## src/hw/rtl/mwiw_pkg.sv

```systemverilog
// ----------------------------------------------------------------------------
// Missed-wakeup watchdog package
// Shared constants, opcode and register codes, and the structs that pass
// between the top level and the per-core cells.
// ----------------------------------------------------------------------------
package mwiw_pkg;

    localparam int MAX_CORES     = 8;
    localparam int NUM_CORES_DEF = 8;

    localparam int OPCODE_W = 2;
    localparam int CORE_W   = 3;
    localparam int STAMP_W  = 63;
    localparam int MASK_W   = 8;
    localparam int CFG_W    = 32;
    localparam int CFG_IDX_W = 1;

    localparam logic [CFG_W-1:0] LATENCY_RESET = 32'd3500000;
    localparam logic [CFG_W-1:0] RESEND_RESET  = 32'd1000000000;

    localparam logic [CFG_IDX_W-1:0] REG_LATENCY = 1'd0;
    localparam logic [CFG_IDX_W-1:0] REG_RESEND  = 1'd1;

    typedef enum logic [OPCODE_W-1:0] {
        OP_ENTER = 2'd0,
        OP_EXIT  = 2'd1,
        OP_CHECK = 2'd2
    } opcode_t;

    // A check item as it travels from cell to cell.
    typedef struct packed {
        logic               vld;
        logic [STAMP_W-1:0] now;
        logic [MASK_W-1:0]  online;
        logic [MASK_W-1:0]  pending;
        logic [MASK_W-1:0]  resend;
    } carry_t;

    // A power event, broadcast to every cell.
    typedef struct packed {
        logic              vld;
        logic              enter;
        logic [CORE_W-1:0] core;
    } evt_t;

endpackage

```

## src/hw/rtl/mwiw_cell.sv

```systemverilog
// ----------------------------------------------------------------------------
// Watchdog cell
// Holds one core's power-down bit and stamps, evaluates a passing check
// item and hands it on to the next cell in the following cycle.
// ----------------------------------------------------------------------------
module mwiw_cell #(
    parameter int IDX = 0
) (
    input  logic                          clk,
    input  logic                          rst_n,
    input  mwiw_pkg::evt_t                evt,
    input  logic [mwiw_pkg::CFG_W-1:0]    latency,
    input  logic [mwiw_pkg::CFG_W-1:0]    interval,
    input  mwiw_pkg::carry_t              carry_in,
    output mwiw_pkg::carry_t              carry_out
);

    localparam int SUM_W = mwiw_pkg::STAMP_W + 1;

    logic                          pd_reg, pd_next;
    logic [mwiw_pkg::STAMP_W-1:0]  pstamp_reg, pstamp_next;
    logic [mwiw_pkg::STAMP_W-1:0]  sstamp_reg, sstamp_next;
    logic                          cvld_reg, cvld_next;
    mwiw_pkg::carry_t              cdat_reg, cdat_next;

    logic             hit_evt;
    logic             visit;
    logic             suspect;
    logic             resend;
    logic [SUM_W-1:0] now_ext;
    logic [SUM_W-1:0] pend_lim;
    logic [SUM_W-1:0] sent_lim;

    assign hit_evt  = evt.vld && (evt.core == mwiw_pkg::CORE_W'(IDX));
    assign visit    = carry_in.vld && pd_reg && carry_in.online[IDX]
                      && carry_in.pending[IDX];
    assign now_ext  = {1'b0, carry_in.now};
    assign pend_lim = {1'b0, pstamp_reg} + SUM_W'(latency);
    assign sent_lim = {1'b0, sstamp_reg} + SUM_W'(interval);
    assign suspect  = (pstamp_reg != '0) && (now_ext > pend_lim);
    assign resend   = visit && suspect
                      && ((sstamp_reg == '0) || (now_ext > sent_lim));

    always_comb
    begin
        pd_next     = pd_reg;
        pstamp_next = pstamp_reg;
        sstamp_next = sstamp_reg;
        if (hit_evt)
        begin
            // Entering or leaving power-down both start the stamps afresh.
            pd_next     = evt.enter;
            pstamp_next = '0;
            sstamp_next = '0;
        end
        else if (visit)
        begin
            pstamp_next = carry_in.now;
            if (resend)
            begin
                sstamp_next = carry_in.now;
            end
        end
        cvld_next        = carry_in.vld;
        cdat_next        = carry_in;
        cdat_next.resend = carry_in.resend | (mwiw_pkg::MASK_W'(resend) << IDX);
    end

    always_ff @(posedge clk or negedge rst_n)
    begin
        if (!rst_n)
        begin
            pd_reg     <= 1'b0;
            pstamp_reg <= '0;
            sstamp_reg <= '0;
            cvld_reg   <= 1'b0;
        end
        else
        begin
            pd_reg     <= pd_next;
            pstamp_reg <= pstamp_next;
            sstamp_reg <= sstamp_next;
            cvld_reg   <= cvld_next;
        end
    end

    always_ff @(posedge clk)
    begin
        cdat_reg <= cdat_next;
    end

    always_comb
    begin
        carry_out     = cdat_reg;
        carry_out.vld = cvld_reg;
    end

endmodule
```

## config.mk

```make
export PLATFORM = sky130hd
export DESIGN_NAME = mwiw_cell
export DESIGN_NICKNAME = d
export VERILOG_FILES = /design/src/hw/rtl/mwiw_pkg.sv /design/src/hw/rtl/mwiw_cell.sv
export SDC_FILE = /design/constraint.sdc
export NUM_CORES = 1
export LEC_CHECK = 0
export BUFFER_PORTS_ARGS = -buffer_cell sky130_fd_sc_hd__buf_2
export CAP_MARGIN = 40
export CORE_MARGIN = 5
export CORE_UTILIZATION = 62
export DETAILED_ROUTE_END_ITERATION = 6
export PLACE_DENSITY = 0.94
export SLEW_MARGIN = 10
export SYNTH_ARGS = -nofsm -noshare
export SYNTH_HDL_FRONTEND = slang
export SYNTH_SLANG_ARGS = --single-unit
```

## constraint.sdc

```tcl
create_clock -name clk -period 9.15 [get_ports clk]
set_input_delay 1.83 -clock clk [delete_from_list [all_inputs] [get_ports clk]]
set_output_delay 1.83 -clock clk [all_outputs]
set_load 0.02 [all_outputs]
```

* Word-level counts from Yosys, hierarchy flattened
Cells that the tools add are included.
Word-level totals: register bits 215, input port bits 159, output and inout port bits 88, logic and storage cells 32
Cells by class: $add $sub $neg 2, order comparisons 2, muxes and demuxes 5, bitwise gates (word level) 1, reduce and logical (&&, ||, !) cells 14
Operators by type and width (count):
- 2-to-1 mux 63 bit | 5
- adder 63 x 32 -> 64 bit | 2
- greater-than comparator 63 x 64 -> 1 bit | 2
- logical NOT 63 bit | 1
- nonzero test 63 bit | 1
- OR 8 x 1 -> 8 bit | 1
- logical AND 1 bit | 7
- nonzero test 2 bit | 2
- logical NOT 3 bit | 1
- AND reduction 2 bit | 1
- logical OR 1 bit | 1

* Depth between registers and ports, before layout
word-level depth 8, depth in mapped cells 24, depth with buffers taken out 22

* Worst setup path before layout
Ideal clock, no wire load.
kind input-to-reg, from input interval[0] (netlist name), to register sstamp_reg[39] (netlist name), library setup time 0.078 ns, data arrival time 6.233 ns, required time 9.072 ns, path slack 2.839 ns, stages on the path 23, path buffers 2, cells stage by stage ha_1 > inv_1 > fa_1 > nor2b_1 > o31ai_2 > a311oi_1 > o41ai_1 > a21boi_1 > a221oi_2 > or2_1 > buf_2 > nor2_1 > xnor2_1 > ha_1 > nand3_1 > nor4_1 > nand2_1 > nor4_1 > a221oi_1 > o21ai_1 > clkbuf_1 > o21ai_0 > a21oi_1
Between the ends: cells in the longest elaborated chain, start to end 6
RTL lines:
- from (decl) | line mwiw_cell.sv:13 | input logic [mwiw_pkg::CFG_W-1:0] interval,
- adder 63 x 32 -> 64 bit | line mwiw_cell.sv:39 | assign sent_lim = {1'b0, sstamp_reg} + SUM_W'(interval);
- greater-than comparator 63 x 64 -> 1 bit | line mwiw_cell.sv:42 | && ((sstamp_reg == '0) || (now_ext > sent_lim));
- logical OR 1 bit | line mwiw_cell.sv:42
- logical AND 1 bit | line mwiw_cell.sv:42
- nonzero test 2 bit (no source line)
- AND reduction 2 bit (no source line)
- to (signal assigned) | line mwiw_cell.sv:82 | sstamp_reg <= sstamp_next;
- to (decl) | line mwiw_cell.sv:22 | logic [mwiw_pkg::STAMP_W-1:0] sstamp_reg, sstamp_next;
No other way between the ends. A chain may end at the register's enable or synchronous reset.

* Final worst setup path
from input interval[0] (netlist name), to register sstamp_reg[11] (netlist name)
The elaborated chain is that of the path after synthesis.

==> summary.md <==
| Metric | Value |
|---|---|
| Status | completed |
| Max cap viols | 0 |
| Synth warn | 0 |
| RR Startpoint | sstamp_reg[0] |
| CP Cell Sequence | buf_2 > ha_1 > inv_1 > fa_1 > nor2b_1 > o31ai_2 > a311oi_1 > o41ai_1 > a21boi_1 > a221oi_2 > or2_1 > nor2_1 > xnor2_1 > ha_1 > nand3_1 > nor4_1 > nand2_1 > nor4_1 > a221oi_1 > o21ai_4 > buf_4 > o21ai_0 > a21oi_1 |
| Reg2reg setup slack | 1.94 ns |
| Register Area | 4945 um^2 |
| Clock Skew | 0.02616 ns |
| Number of synthesized flops with an enable pin | 0 |
| Static Leakage | 7.598 nW |
| F_max | 0.1214 GHz |
| Area growth from synthesis to layout | 15.71% |
| Global-route wire length before repair | about 72,000 um |
| Share of Yosys cell area claimed by the top area cell type | 22.00% |
| Core box area | approximately 23,000 um^2 |
| Postcts setup bufs | 0 |
| Final hold vios | 0 |
| Diode count | 0 |
| CTS Buf Count | 24 |
| Largest net degree at the start of global routing | between 60 and 70 |
| Maximum fanout along the worst path | 41 |
| Worst min path class | reg -> reg |
| Largest stage delay on the critical path | 0.87 ns |
| Slew HR | 34.49% |
| Total GRT Usage | 33.52% |
| Mapped Nets | 2,025 |
| DRC viols | 0 |
| GP Congestion | 0.9603 |
| # nets final | about 2,200 |
| Cell taking the most area after synthesis | dfrtp_1 |
| Via count | 14,410 |
| Post-Syn Instances | between 1,500 and 2,000 |
| Antenna Nets Post-Route | 0 |
| Clk slew on worst S/H paths | 0.06 ns |
| Commonest register cell after synthesis | dfrtp_1 |
| Seq cells post-synth | about 220 |
| R2R Path End | sstamp_reg[11] |
| DPL Wire Length | 34,220 um |
| CP Data Required Time | 9.60 ns |
| Worst-margin pin slew | 0.9736 ns |
| Buf/Inv on CP | 3 |
| Syn Area/Cell | 8.698 um^2 |
| Vias in the first global route | approximately 14,000 |
| Cell depth of the worst flop-to-flop path | 22 |
| Grt ovf | 0 |
| Final wirelength | 46,130 um |
| RSZ-0062 raised after global routing | no |
| Seq/Total Area, Yosys | between 30% and 40% |
| Hold endpoint | pd_reg |
| Initial core utilization | a little over three fifths |
| Die W | 163.2 um |
| Post-cts hold buffer count | 0 |
| Clk sink count | 215 |
| Crit. End Element | register |
| Area taken by multi-input logic gates | 9176 um^2 |
| Filler Cell Count | 1,761 |
| Tot Pwr | 3.742 mW |
| Worst Path Arrival | 8.69 ns |
| Final Critical Period | 8.238 ns |
| Starting DRC count in detailed routing | 1,412 |
| VDD IR max | between 0.2 and 0.25 mV |
| CP Launch Type | input port |
| Setup TNS Final | 0 ns |
| Via density per instance | 6.467 |
| Asr flop ratio synth | 59.53% |
| Clock Latency Late Sink | 0.55 ns |
| Final setup violation count | 0 |
| Fin crit share | 90.03% |
| Placed cell areas | 16,010 um^2 |
| Setup crit start | interval[0] |
| CTS H-tree depth | 1 |
| Design Area, Final | ~17,000 um^2 |
| Share of post-route cells with drive strength above 1 | between 10% and 20% |
| PD cells | roughly 220 nW/um^2 |
| Port bufs | 246 |
| Hold Path Depth | 1 |
| Final slew viol count | 0 |
| Post-synth cell types | 77 |
| Crit path kind | in -> reg |
| Bufs on Longest Clock Path | 3 |
| TritonCTS clock tree | done |
| Hold path start | pd_reg |
| Crit path max-delay family | compound AO/OA/AOI/OAI gates |
| Root buffer cell | clkbuf_16 |
| Routed len/inst | 20.69 um |
| Full die area | 26,650 um^2 |
| Resized Gates After CTS | 0 |
| Row cnt | 56 |
| Core Util, Final | around 72% |
| Cell Area, Synth | between 10,000 and 15,000 um^2 |
| Die H | 163.2 um |
| Max reg flops | 87 |
| Top cells by area, synth | dfrtp_1 (22%), ha_1 (16%), dfxtp_1 (12%), a21oi_1 (8.0%), nand2_1 (5.2%) |
| Antenna violations before repair | 0 |
| TritonRoute pass-1 iters | 6 |
| I/O pin total | 247 |
| Max stage delay cell, worst path | nor4_1 |
cell usage after synthesis (4+ instances only):
cell,number
dfxtp_1,87
a31oi_1,5
a211o_1,5
o21ai_1,32
dfrtp_1,128
nand2_1,203
nor3_1,11
a211oi_1,13
xor2_1,51
clkbuf_1,41
nor2b_1,15
o211ai_1,5
a21oi_1,234
nand3_1,103
buf_2,8
a221oi_1,4
o21bai_1,8
o21ai_0,89
nand2b_1,10
nor2_1,63
o31a_1,4
nor4_1,41
and3_1,23
and4_1,12
or4_1,4
o21a_1,14
and2_1,10
a21o_1,31
xnor2_1,68
nand4_1,50
buf_4,8
inv_1,33
buf_6,6
ha_1,190
power by group:
| part | total, mW | internal (mW) | switching [mW] | leakage [nW] |
|---|---|---|---|---|
| Clock | 0.988 | 0.553 | 0.435 | 0.390 |
| Combinational | 1.50 | 0.635 | 0.862 | 4.76 |
| Sequential | 1.26 | 1.09 | 0.171 | 2.45 |
| Total | 3.74 | 2.27 | 1.47 | 7.60 |
worst reg2reg max path, delay by kind of cell (launching register included):
kind / cells / cell delay (ns)
buffers and inverters: 2 / 0.58
adders and majority gates: 3 / 0.76
xor gates and xnor gates: 1 / 0.15
and+or+nand+nor: 7 / 2.41
AOI/OAI and AO/OA: 9 / 2.84
DFF: 1 / 0.40
how the worst max path moves through the flow:
stage,end,slack (ns),depth (start not counted)
6_report,sstamp_reg[11],0.91,23
5_1_grt,sstamp_reg[8],0.63,23
4_1_cts,sstamp_reg[11],1.21,23
3_5_place_dp,sstamp_reg[11],0.70,23
3_3_place_gp,sstamp_reg[5],0.74,23
2_1_floorplan,sstamp_reg[39],2.84,23
final cells by class:
class,count,share of cell area (%)
Sequential cell,215,29.35
Clock buffer,27,3.877
Tap cell,319,2.369
Inverter,34,0.7575
Timing Repair Buffer,257,8.244
Multi-Input combinational cell,1360,54.47
Clock inverter,17,0.9358
placed cells by master, fill, tap and decap left out, types with 15 or more instances in the layout:
master	n
buf_2	245
a21oi_1	234
nand2_1	203
ha_1	190
dfrtp_1	128
nand3_1	103
o21ai_0	89
dfxtp_1	87
xnor2_1	68
nor2_1	63
xor2_1	51
nand4_1	50
nor4_1	41
inv_1	33
a21o_1	31
o21ai_1	31
clkbuf_16	25
and3_1	23
nor2b_1	15
per-stage QoR:
| step | hold slack [ns] | setup WS (ns) | cells |
|---|---|---|---|
| 2_1_floorplan | 0.4951 | 2.839 | 1674 |
| 3_3_place_gp | 0.5298 | 0.7381 | 2182 |
| 3_5_place_dp | 0.5286 | 0.6970 | 2184 |
| 4_1_cts | 0.5430 | 1.214 | 2228 |
| 5_1_grt | 0.5617 | 0.6286 | 2229 |
| 6_report | 0.5357 | 0.9120 | 2229 |
cells by family after synthesis:
kind of cell,Yosys count,share of synthesized area [%]
buf+inv,99,3.154
fa+ha+maj,192,16.60
simple gates,561,19.09
compound gates,487,19.96
mux,1,0.07733
xor+xnor,119,7.158
flops,215,33.96
metal layers:
layer | GRT usage [%] | wire length (um)
met5 | 0 | 0
met1 | 42.49 | 17170
met2 | 54.32 | 21030
met4 | 18.83 | 3048
met3 | 5.829 | 4876
Note: power is estimated with default switching activity, not from simulation.
